$ cat config.mk
export PLATFORM = sky130hd
export DESIGN_NAME = running_stats_with_median_core_flat
export DESIGN_NICKNAME = d
export VERILOG_FILES = /design/src/rsm_pkg.sv /design/src/rsm_ifs.sv /design/src/running_stats_with_median_core.sv /design/src/flat_wrapper.sv
export SDC_FILE = /design/constraint.sdc
export NUM_CORES = 2
export LEC_CHECK = 0
export BUFFER_PORTS_ARGS = -buffer_cell sky130_fd_sc_hd__buf_2
export CAP_MARGIN = 20
export CORE_MARGIN = 3
export CORE_UTILIZATION = 55
export DETAILED_ROUTE_END_ITERATION = 12
export PLACE_DENSITY_LB_ADDON = 0.25
export REMOVE_ABC_BUFFERS = 1
export SLEW_MARGIN = 40
export SYNTH_ARGS = -nofsm -noshare
export SYNTH_HDL_FRONTEND = slang
export SYNTH_SLANG_ARGS = --single-unit
$ cat constraint.sdc
create_clock -name clk -period 9.7 [get_ports clk]
set_clock_uncertainty 0.15 [all_clocks]
set_input_delay 1.94 -clock clk [delete_from_list [all_inputs] [get_ports clk]]
set_output_delay 1.94 -clock clk [all_outputs]
set_load 0.05 [all_outputs]
$ cat src/rsm_pkg.sv
`default_nettype none
package rsm_pkg;

  localparam int SAMPLE_W = 16;
  localparam int COUNT_W  = 7;
  localparam int SUM_W    = 22;
  localparam int SUMSQ_W  = 37;
  localparam int MEAN_W   = 24;
  localparam int STDDEV_W = 24;

  // variance scaled by 2^16 stays below 2^47 for any sample count
  localparam int VAR_W   = 48;
  localparam int ROOT_W  = VAR_W / 2;
  localparam int VAR_FRAC_W  = 16;
  localparam int MEAN_FRAC_W = 8;

  localparam logic KIND_ADD   = 1'b0;
  localparam logic KIND_CLEAR = 1'b1;

  localparam logic signed [SAMPLE_W-1:0] MIN_EMPTY = 16'sh7fff;
  localparam logic signed [SAMPLE_W-1:0] MAX_EMPTY = 16'sh8000;

endpackage
`default_nettype wire

$ cat src/rsm_ifs.sv
`default_nettype none
interface rsm_in_if;
  import rsm_pkg::*;
  logic                       valid;
  logic                       ready;
  logic                       kind;
  logic signed [SAMPLE_W-1:0] sample;

  modport source (output valid, output kind, output sample, input ready);
  modport sink   (input valid, input kind, input sample, output ready);
endinterface

interface rsm_out_if;
  import rsm_pkg::*;
  logic                       valid;
  logic                       ready;
  logic        [COUNT_W-1:0]  sample_count;
  logic signed [SUM_W-1:0]    running_sum;
  logic        [SUMSQ_W-1:0]  running_sum_squares;
  logic signed [MEAN_W-1:0]   mean_q8;
  logic        [STDDEV_W-1:0] stddev_q8;
  logic signed [SAMPLE_W-1:0] smallest;
  logic signed [SAMPLE_W-1:0] largest;
  logic signed [SAMPLE_W-1:0] middle_value;
  logic                       rejected;

  modport source (output valid, output sample_count, output running_sum,
                  output running_sum_squares, output mean_q8, output stddev_q8,
                  output smallest, output largest, output middle_value,
                  output rejected, input ready);
  modport sink   (input valid, input sample_count, input running_sum,
                  input running_sum_squares, input mean_q8, input stddev_q8,
                  input smallest, input largest, input middle_value,
                  input rejected, output ready);
endinterface
`default_nettype wire

$ cat src/running_stats_with_median_core.sv
`default_nettype none
// Per request: a clear goes straight to the empty result. A dropped add, and an
// add after its sorted insert (each larger entry shifted up in turn), run the
// n*S2 shift-add, variance divide, square root and mean divide; a lone sample
// skips the variance divide and square root. One request at a time; in_ready is
// high only while idle, so a new request is taken only once the last result has
// been accepted. Synchronous active-low reset empties the statistics.
module running_stats_with_median_core #(
  parameter int MAX_SAMPLES = 64
) (
  input  wire         clk,
  input  wire         rst_n,
  rsm_in_if.sink      in_chan,
  rsm_out_if.source   out_chan
);
  import rsm_pkg::*;

  localparam int AW  = $clog2(MAX_SAMPLES);
  localparam int CW  = $clog2(MAX_SAMPLES + 1);
  localparam int SW  = SAMPLE_W + AW;
  localparam int QW  = 2 * SAMPLE_W - 1 + AW;
  localparam int DW  = CW + QW;
  localparam int EW  = (DW > 2 * SW) ? DW : 2 * SW;
  localparam int NW  = EW + VAR_FRAC_W;
  localparam int MW  = 2 * CW;
  localparam int IW  = $clog2(NW + 1);
  localparam int RW  = ROOT_W + 2;
  localparam int MQW = SW + MEAN_FRAC_W;
  localparam int MNW = MQW + 1;

  typedef enum logic [3:0] {
    S_IDLE, S_INS_RD, S_INS_CMP, S_UPD, S_MED_RD, S_MED_CAP,
    S_MUL, S_VAR_DIV, S_SQRT, S_MEAN_DIV, S_OUT
  } state_t;

  state_t                      state_r;
  logic        [CW-1:0]        count_r;
  logic signed [SW-1:0]        sum_r;
  logic        [QW-1:0]        sq_r;
  logic signed [SAMPLE_W-1:0]  min_r, max_r, samp_r, med_r;
  logic                        rej_r, out_valid_r;
  logic        [CW-1:0]        pos_r;
  logic        [SW-1:0]        mag_r;
  logic        [MW-1:0]        m_r;
  logic        [2*SW-1:0]      sqm_r;
  logic        [EW-1:0]        mul_acc_r, mul_a_r;
  logic        [CW-1:0]        mul_b_r;
  logic        [IW-1:0]        iter_r;
  logic        [MW-1:0]        div_rem_r, div_den_r;
  logic        [NW-1:0]        div_quo_r;
  logic        [VAR_W-1:0]     sq_v_r;
  logic        [RW-1:0]        sq_rem_r;
  logic        [ROOT_W-1:0]    sq_root_r;
  logic        [ROOT_W-1:0]    std_r;
  logic signed [MNW-1:0]       mean_r;

  // sorted store
  logic signed [SAMPLE_W-1:0]  mem [MAX_SAMPLES];
  logic signed [SAMPLE_W-1:0]  mem_rd_r;
  logic        [AW-1:0]        rd_addr, wr_addr;
  logic                        mem_we;
  logic signed [SAMPLE_W-1:0]  wr_data;

  always_comb begin
    rd_addr = AW'(count_r >> 1);
    if (state_r == S_INS_RD) begin
      rd_addr = AW'(pos_r - 1'b1);
    end
    wr_addr = AW'(pos_r);
    mem_we  = 1'b0;
    wr_data = samp_r;
    if (state_r == S_INS_RD && pos_r == '0) begin
      mem_we = 1'b1;
    end
    if (state_r == S_INS_CMP) begin
      mem_we = 1'b1;
      if (mem_rd_r > samp_r) begin
        wr_data = mem_rd_r;
      end
    end
  end

  always_ff @(posedge clk) begin
    if (mem_we) begin
      mem[wr_addr] <= wr_data;
    end
    mem_rd_r <= mem[rd_addr];
  end

  // shared restoring divider step
  logic [MW:0]   div_trial;
  logic          div_ge;
  logic [MW-1:0] div_rem_nxt;
  logic [NW-1:0] div_quo_nxt;
  assign div_trial   = {div_rem_r, div_quo_r[NW-1]};
  assign div_ge      = div_trial >= {1'b0, div_den_r};
  assign div_rem_nxt = div_ge ? MW'(div_trial - {1'b0, div_den_r}) : MW'(div_trial);
  assign div_quo_nxt = {div_quo_r[NW-2:0], div_ge};

  // square root step, two bits of the radicand per cycle
  logic [RW+1:0]     sq_shift, sq_trial;
  logic              sq_ge;
  assign sq_shift = {sq_rem_r, sq_v_r[VAR_W-1 -: 2]};
  assign sq_trial = (RW + 2)'({sq_root_r, 2'b01});
  assign sq_ge    = sq_shift >= sq_trial;

  logic signed [2*SAMPLE_W-1:0] samp_sq;
  assign samp_sq = (2 * SAMPLE_W)'(samp_r) * (2 * SAMPLE_W)'(samp_r);

  logic [EW-1:0]  var_num;
  assign var_num = (mul_acc_r > EW'(sqm_r)) ? mul_acc_r - EW'(sqm_r) : '0;

  logic [NW-1:0]  mean_dividend;
  assign mean_dividend = NW'({mag_r, {MEAN_FRAC_W{1'b0}}}) << (NW - MQW);

  logic signed [MNW-1:0] mean_pos, mean_neg;
  assign mean_pos = $signed(MNW'(div_quo_r[MQW-1:0]));
  assign mean_neg = -mean_pos - MNW'(div_rem_r != '0);

  always_ff @(posedge clk) begin
    if (!rst_n) begin
      state_r     <= S_IDLE;
      count_r     <= '0;
      sum_r       <= '0;
      sq_r        <= '0;
      min_r       <= MIN_EMPTY;
      max_r       <= MAX_EMPTY;
      out_valid_r <= 1'b0;
    end else begin
      unique case (state_r)
        S_IDLE: begin
          if (in_chan.valid) begin
            samp_r <= in_chan.sample;
            pos_r  <= count_r;
            if (in_chan.kind == KIND_CLEAR) begin
              rej_r   <= 1'b0;
              count_r <= '0;
              sum_r   <= '0;
              sq_r    <= '0;
              min_r   <= MIN_EMPTY;
              max_r   <= MAX_EMPTY;
              state_r <= S_MED_RD;
            end else if (count_r == CW'(MAX_SAMPLES)) begin
              rej_r   <= 1'b1;
              state_r <= S_MED_RD;
            end else begin
              rej_r   <= 1'b0;
              state_r <= S_INS_RD;
            end
          end
        end
        S_INS_RD: begin
          state_r <= (pos_r == '0) ? S_UPD : S_INS_CMP;
        end
        S_INS_CMP: begin
          // shift the larger entry up and keep walking down
          if (mem_rd_r > samp_r) begin
            pos_r   <= pos_r - 1'b1;
            state_r <= S_INS_RD;
          end else begin
            state_r <= S_UPD;
          end
        end
        S_UPD: begin
          count_r <= count_r + 1'b1;
          sum_r   <= sum_r + SW'(samp_r);
          sq_r    <= sq_r + QW'($unsigned(samp_sq));
          if (samp_r < min_r) begin
            min_r <= samp_r;
          end
          if (samp_r > max_r) begin
            max_r <= samp_r;
          end
          state_r <= S_MED_RD;
        end
        S_MED_RD: begin
          mag_r <= sum_r[SW-1] ? $unsigned(-sum_r) : $unsigned(sum_r);
          m_r   <= MW'(count_r) * MW'(count_r - 1'b1);
          if (count_r == '0) begin
            med_r       <= '0;
            mean_r      <= '0;
            std_r       <= '0;
            out_valid_r <= 1'b1;
            state_r     <= S_OUT;
          end else begin
            state_r <= S_MED_CAP;
          end
        end
        S_MED_CAP: begin
          med_r     <= mem_rd_r;
          sqm_r     <= (2 * SW)'(mag_r) * (2 * SW)'(mag_r);
          mul_acc_r <= '0;
          mul_a_r   <= EW'(sq_r);
          mul_b_r   <= count_r;
          iter_r    <= IW'(CW);
          state_r   <= S_MUL;
        end
        S_MUL: begin
          if (iter_r == '0) begin
            div_rem_r <= '0;
            if (count_r <= CW'(1)) begin
              std_r     <= '0;
              div_den_r <= MW'(count_r);
              div_quo_r <= mean_dividend;
              iter_r    <= IW'(MQW);
              state_r   <= S_MEAN_DIV;
            end else begin
              div_den_r <= m_r;
              div_quo_r <= {var_num, {VAR_FRAC_W{1'b0}}};
              iter_r    <= IW'(NW);
              state_r   <= S_VAR_DIV;
            end
          end else begin
            if (mul_b_r[0]) begin
              mul_acc_r <= mul_acc_r + mul_a_r;
            end
            mul_a_r <= mul_a_r << 1;
            mul_b_r <= mul_b_r >> 1;
            iter_r  <= iter_r - 1'b1;
          end
        end
        S_VAR_DIV: begin
          if (iter_r == '0) begin
            sq_v_r    <= div_quo_r[VAR_W-1:0];
            sq_rem_r  <= '0;
            sq_root_r <= '0;
            iter_r    <= IW'(ROOT_W);
            state_r   <= S_SQRT;
          end else begin
            div_rem_r <= div_rem_nxt;
            div_quo_r <= div_quo_nxt;
            iter_r    <= iter_r - 1'b1;
          end
        end
        S_SQRT: begin
          if (iter_r == '0) begin
            std_r     <= sq_root_r;
            div_rem_r <= '0;
            div_den_r <= MW'(count_r);
            div_quo_r <= mean_dividend;
            iter_r    <= IW'(MQW);
            state_r   <= S_MEAN_DIV;
          end else begin
            sq_rem_r  <= sq_ge ? RW'(sq_shift - sq_trial) : RW'(sq_shift);
            sq_root_r <= {sq_root_r[ROOT_W-2:0], sq_ge};
            sq_v_r    <= sq_v_r << 2;
            iter_r    <= iter_r - 1'b1;
          end
        end
        S_MEAN_DIV: begin
          if (iter_r == '0) begin
            // floor toward minus infinity for a negative sum
            mean_r      <= sum_r[SW-1] ? mean_neg : mean_pos;
            out_valid_r <= 1'b1;
            state_r     <= S_OUT;
          end else begin
            div_rem_r <= div_rem_nxt;
            div_quo_r <= div_quo_nxt;
            iter_r    <= iter_r - 1'b1;
          end
        end
        S_OUT: begin
          if (out_chan.ready) begin
            out_valid_r <= 1'b0;
            state_r     <= S_IDLE;
          end
        end
        default: state_r <= S_IDLE;
      endcase
    end
  end

  assign in_chan.ready                = (state_r == S_IDLE);
  assign out_chan.valid               = out_valid_r;
  assign out_chan.sample_count        = COUNT_W'(count_r);
  assign out_chan.running_sum         = SUM_W'(sum_r);
  assign out_chan.running_sum_squares = SUMSQ_W'(sq_r);
  assign out_chan.mean_q8             = MEAN_W'(mean_r);
  assign out_chan.stddev_q8           = STDDEV_W'(std_r);
  assign out_chan.smallest            = min_r;
  assign out_chan.largest             = max_r;
  assign out_chan.middle_value        = med_r;
  assign out_chan.rejected            = rej_r;

endmodule
`default_nettype wire

$ cat src/flat_wrapper.sv
// flat-port wrapper written by rule: the top's interface ports become plain ports
module running_stats_with_median_core_flat import rsm_pkg::*;
#(
  parameter int MAX_SAMPLES = 64
)
  (clk, rst_n, in_chan_valid, in_chan_kind, in_chan_sample, in_chan_ready, out_chan_valid, out_chan_sample_count, out_chan_running_sum, out_chan_running_sum_squares, out_chan_mean_q8, out_chan_stddev_q8, out_chan_smallest, out_chan_largest, out_chan_middle_value, out_chan_rejected, out_chan_ready);
  rsm_in_if in_chan_i ();
  rsm_out_if out_chan_i ();
  input  wire clk;
  input  wire rst_n;
  input wire logic [$bits(in_chan_i.valid)-1:0] in_chan_valid;
  input wire logic [$bits(in_chan_i.kind)-1:0] in_chan_kind;
  input wire logic [$bits(in_chan_i.sample)-1:0] in_chan_sample;
  output wire logic [$bits(in_chan_i.ready)-1:0] in_chan_ready;
  output wire logic [$bits(out_chan_i.valid)-1:0] out_chan_valid;
  output wire logic [$bits(out_chan_i.sample_count)-1:0] out_chan_sample_count;
  output wire logic [$bits(out_chan_i.running_sum)-1:0] out_chan_running_sum;
  output wire logic [$bits(out_chan_i.running_sum_squares)-1:0] out_chan_running_sum_squares;
  output wire logic [$bits(out_chan_i.mean_q8)-1:0] out_chan_mean_q8;
  output wire logic [$bits(out_chan_i.stddev_q8)-1:0] out_chan_stddev_q8;
  output wire logic [$bits(out_chan_i.smallest)-1:0] out_chan_smallest;
  output wire logic [$bits(out_chan_i.largest)-1:0] out_chan_largest;
  output wire logic [$bits(out_chan_i.middle_value)-1:0] out_chan_middle_value;
  output wire logic [$bits(out_chan_i.rejected)-1:0] out_chan_rejected;
  input wire logic [$bits(out_chan_i.ready)-1:0] out_chan_ready;
  assign in_chan_i.valid = in_chan_valid;
  assign in_chan_i.kind = in_chan_kind;
  assign in_chan_i.sample = in_chan_sample;
  assign in_chan_ready = in_chan_i.ready;
  assign out_chan_valid = out_chan_i.valid;
  assign out_chan_sample_count = out_chan_i.sample_count;
  assign out_chan_running_sum = out_chan_i.running_sum;
  assign out_chan_running_sum_squares = out_chan_i.running_sum_squares;
  assign out_chan_mean_q8 = out_chan_i.mean_q8;
  assign out_chan_stddev_q8 = out_chan_i.stddev_q8;
  assign out_chan_smallest = out_chan_i.smallest;
  assign out_chan_largest = out_chan_i.largest;
  assign out_chan_middle_value = out_chan_i.middle_value;
  assign out_chan_rejected = out_chan_i.rejected;
  assign out_chan_i.ready = out_chan_ready;
  running_stats_with_median_core #(.MAX_SAMPLES(MAX_SAMPLES)) u_core (.clk(clk), .rst_n(rst_n), .in_chan(in_chan_i), .out_chan(out_chan_i));
endmodule
==> flow_metrics.py <==
metrics = {
    "status": {
        "outcome": "complete, no violations",
    },
    "floorplanning": {
        "core-area_um2": 175200,
        "dieHeight_um": 427.3,
        "die_w_um": 427.3,
        "die_area_um2": 182600,
        "io_pins": 186,
        "start_util": 0.5573,
        "fp-row-count": 153,
    },
    "clocking": {
        "htreeDepth": 4,
        "clockBufferDepth": 3,
        "clk_pin_slew_worst_paths_ns": 0.06,
        "cts-root-buf": "clkbuf_16",
        "cts_hold_buf": 0,
        "postCtsSetupBuffers": 0,
        "cts_tree": "yes",
        "cts_made_buffers": 167,
        "ctsResizeCount": 0,
        "cts.sinks": 1596,
        "clkLatencyLatePin_ns": 0.85,
    },
    "critical_path": {
        "critPathKind": "reg2reg",
        "crit_fanout": 15,
        "rrSetupSlack_ns": 1.17,
        "r2r.worst_path.cells": 32,
        "crit_path_end_kind": "register",
        "critical_path.top_delay_family": "adder cells",
        "crit_arrival_ns": 9.04,
        "r2r_end": "u_core.out_chan.running_sum_squares[35]",
        "path_buf_inv": 4,
        "cp.depth": 32,
        "crit_top_cell": "fa_1",
        "cp-start-kind": "register",
        "slowest_delay_ns": 0.85,
        "cp.required_ns": 10.21,
        "crit_path_top_delay_cell": "edfxtp_1",
        "timing.rr.start": "u_core.samp_r[13]",
    },
    "logic_synthesis": {
        "synth_area_leaders": "edfxtp_1 (45%), fa_1 (13%), ha_1 (6.8%)",
        "synth_area_leader_cell": "edfxtp_1",
        "async_flop_share": 0,
        "postSynthCellCount": 7895,
        "yosysMostFrequentCell": "edfxtp_1",
        "synth-edff-count": 1477,
        "syn_area_um2": 97610,
        "synth_top_area_share": 0.4544,
        "synth_common_cells": "edfxtp_1 (1477), inv_1 (1023), nand2_1 (673)",
        "ys_seq_elements": 1596,
        "synth-main-ff-cell": "edfxtp_1",
        "yosysSeqAreaShare": 0.4788,
        "yosysWarnings": 0,
        "ys_types": 99,
        "synth.avg_cell_area_um2": 12.36,
    },
    "grt": {
        "overflow": 0,
        "grt_pass1_wl_mm": 379.5,
        "antenna_found_initial": 8,
        "grt_util_all_layers": 0.2735,
        "grt_pass1_vias": 63980,
        "grt_start_max_net_pins": 129,
    },
    "sta": {
        "relSlewSlack": 0.3677,
        "setup-tns-final_ns": 0,
        "rsz0062_at_grt": "false",
        "slew_viol_final": 0,
        "finalSetupViolCount": 0,
        "hold_viol": 0,
        "fin_crit_sh": 0.8795,
        "worstMarginPinSlew_ns": 0.9458,
        "period_needed_ns": 8.531,
        "fmax_mhz": 117.2,
    },
    "drt": {
        "ant_nets": 0,
        "wl_per_cell_um": 23.25,
        "routed_wl_mm": 245.7,
        "drc_errors": 0,
        "first_iter_violations": 5280,
        "vias_per_cell": 5.883,
        "dr.pass1.iters": 6,
        "num_vias": 62170,
    },
    "cells_and_area": {
        "nets": 9283,
        "final_layout_size_suffix_gt1_frac": 0.1191,
        "design_area_um2": 107500,
        "areaGrowthSynthToFinish_pct": 10.11,
        "fin_cells": 10570,
        "fillers": 13320,
    },
    "worst_hold_path": {
        "hold_path.startpoint": "u_core.out_chan.largest[10]",
        "holdPathStages": 2,
        "worst_hold_path_type": "reg2reg",
        "hold_path_end": "u_core.out_chan.largest[10]",
    },
    "placed_design": {
        "placed_cells": 10260,
        "numPortBuffers": 185,
        "gp_congestion": 0.9508,
        "hpwl_mm": 173.2,
        "placedInstanceArea_um2": 101900,
    },
    "flow_run": {
        "maxCapViolations": 0,
    },
}
==> area by class of cell <==
cell class / instances / area, µm² / share of cell area
Clock buffer: 207 / 4369 / 0.04065
Sequential cell: 1596 / 46740 / 0.4348
Multi-Input combinational cell: 4969 / 46130 / 0.4292
Antenna cell: 2 / 5.005 / 0.00004656
Inverter: 1032 / 3875 / 0.03605
Tap cell: 2325 / 2909 / 0.02706
Clock inverter: 95 / 1204 / 0.01120
Timing Repair Buffer: 343 / 2255 / 0.02098
==> logic make-up (layout without fill, tap and decap cells) <==
logic type	after synthesis	in the layout	share of synthesized area
AND/OR/NAND/NOR	1865	1865	0.08847
other	2	17	0.00007694
AO/OA/AOI/OAI	1228	1228	0.08124
buffers and inverters	1343	1677	0.05375
multiplexers	404	404	0.07448
XOR/XNOR	304	304	0.02728
flip-flops	1596	1596	0.4788
adder cells (fa/ha/maj)	1153	1153	0.1959
==> flip-flops by register name, indices dropped and copies added (netlist names), 22 cells and up <==
signal and count:
u_core.sq_rem_r 26, u_core.mag_r 22, u_core.sq_v_r 48, u_core.sqm_r 43
u_core.mean_r 24, u_core.mul_a_r 44, u_core.mem 1024, u_core.out_chan.stddev_q8 24
u_core.out_chan.running_sum_squares 37, u_core.div_quo_r 60, u_core.out_chan.running_sum 22, u_core.sq_root_r 24
u_core.mul_acc_r 44
==> worst register-to-register path, delay by kind of cell (launching register included) <==
kind / cells / cell delay, ns
and+or+nand+nor: 9 / 1.44
buffers and inverters: 4 / 0.50
AOI/OAI and AO/OA: 8 / 1.44
DFF: 1 / 0.85
xor gates and xnor gates: 3 / 0.49
adders and majority gates: 8 / 3.52
==> per-stage QoR <==
| stage | hold slack (ns) | worst slack [ns] | util |
|---|---|---|---|
| global placement | 0.3235 | 1.373 | 0.5796 |
| CTS | 0.3426 | 1.192 | 0.6133 |
| global route | 0.3673 | 0.5424 | 0.6136 |
| detailed placement | 0.3327 | 1.191 | 0.5815 |
| floorplan | 0.3336 | -5.274 | - |
| finish | 0.3378 | 1.169 | 0.6136 |
==> layer usage <==
| layer | up-vias | share of wire | GRT usage |
|---|---|---|---|
| met1 | 31240 | 0.40 | 0.3595 |
| met4 | 2 | 0.049 | 0.1226 |
| met2 | 2255 | 0.49 | 0.4507 |
| li1 | 28170 | - | - |
| met5 | - | 0.000069 | 0 |
| met3 | 509 | 0.064 | 0.04333 |
==> worst max-delay path by stage <==
| stage | end | slack [ns] | start |
|---|---|---|---|
| after floorplan | u_core.mem_rd_r[0] | -5.27 | u_core.state_r[1] |
| after global placement | u_core.out_chan.running_sum_squares[34] | 1.37 | u_core.samp_r[9] |
| after detailed placement | u_core.out_chan.running_sum_squares[34] | 1.19 | u_core.samp_r[9] |
| after CTS | u_core.out_chan.running_sum_squares[34] | 1.19 | u_core.samp_r[9] |
| after global routing | u_core.out_chan.running_sum_squares[35] | 0.54 | u_core.samp_r[9] |
| final | u_core.out_chan.running_sum_squares[35] | 1.17 | u_core.samp_r[13] |
==> layout by cell type (no fill, tap or decap), types with 101 or more instances in the layout <==
master	n
a211oi_1	146
a21o_1	154
a21oi_1	374
and2_1	125
buf_2	185
buf_4	139
clkbuf_16	167
dfxtp_1	117
edfxtp_1	1477
fa_1	626
ha_1	527
inv_1	1022
mux2i_1	128
mux4_2	256
nand2_1	672
nand3_1	101
nor2_1	469
nor2b_1	126
o21ai_0	187
xnor2_1	208
Power is not shown: default switching activity piles up to over one toggle a cycle in this logic, so the estimate is an artifact.
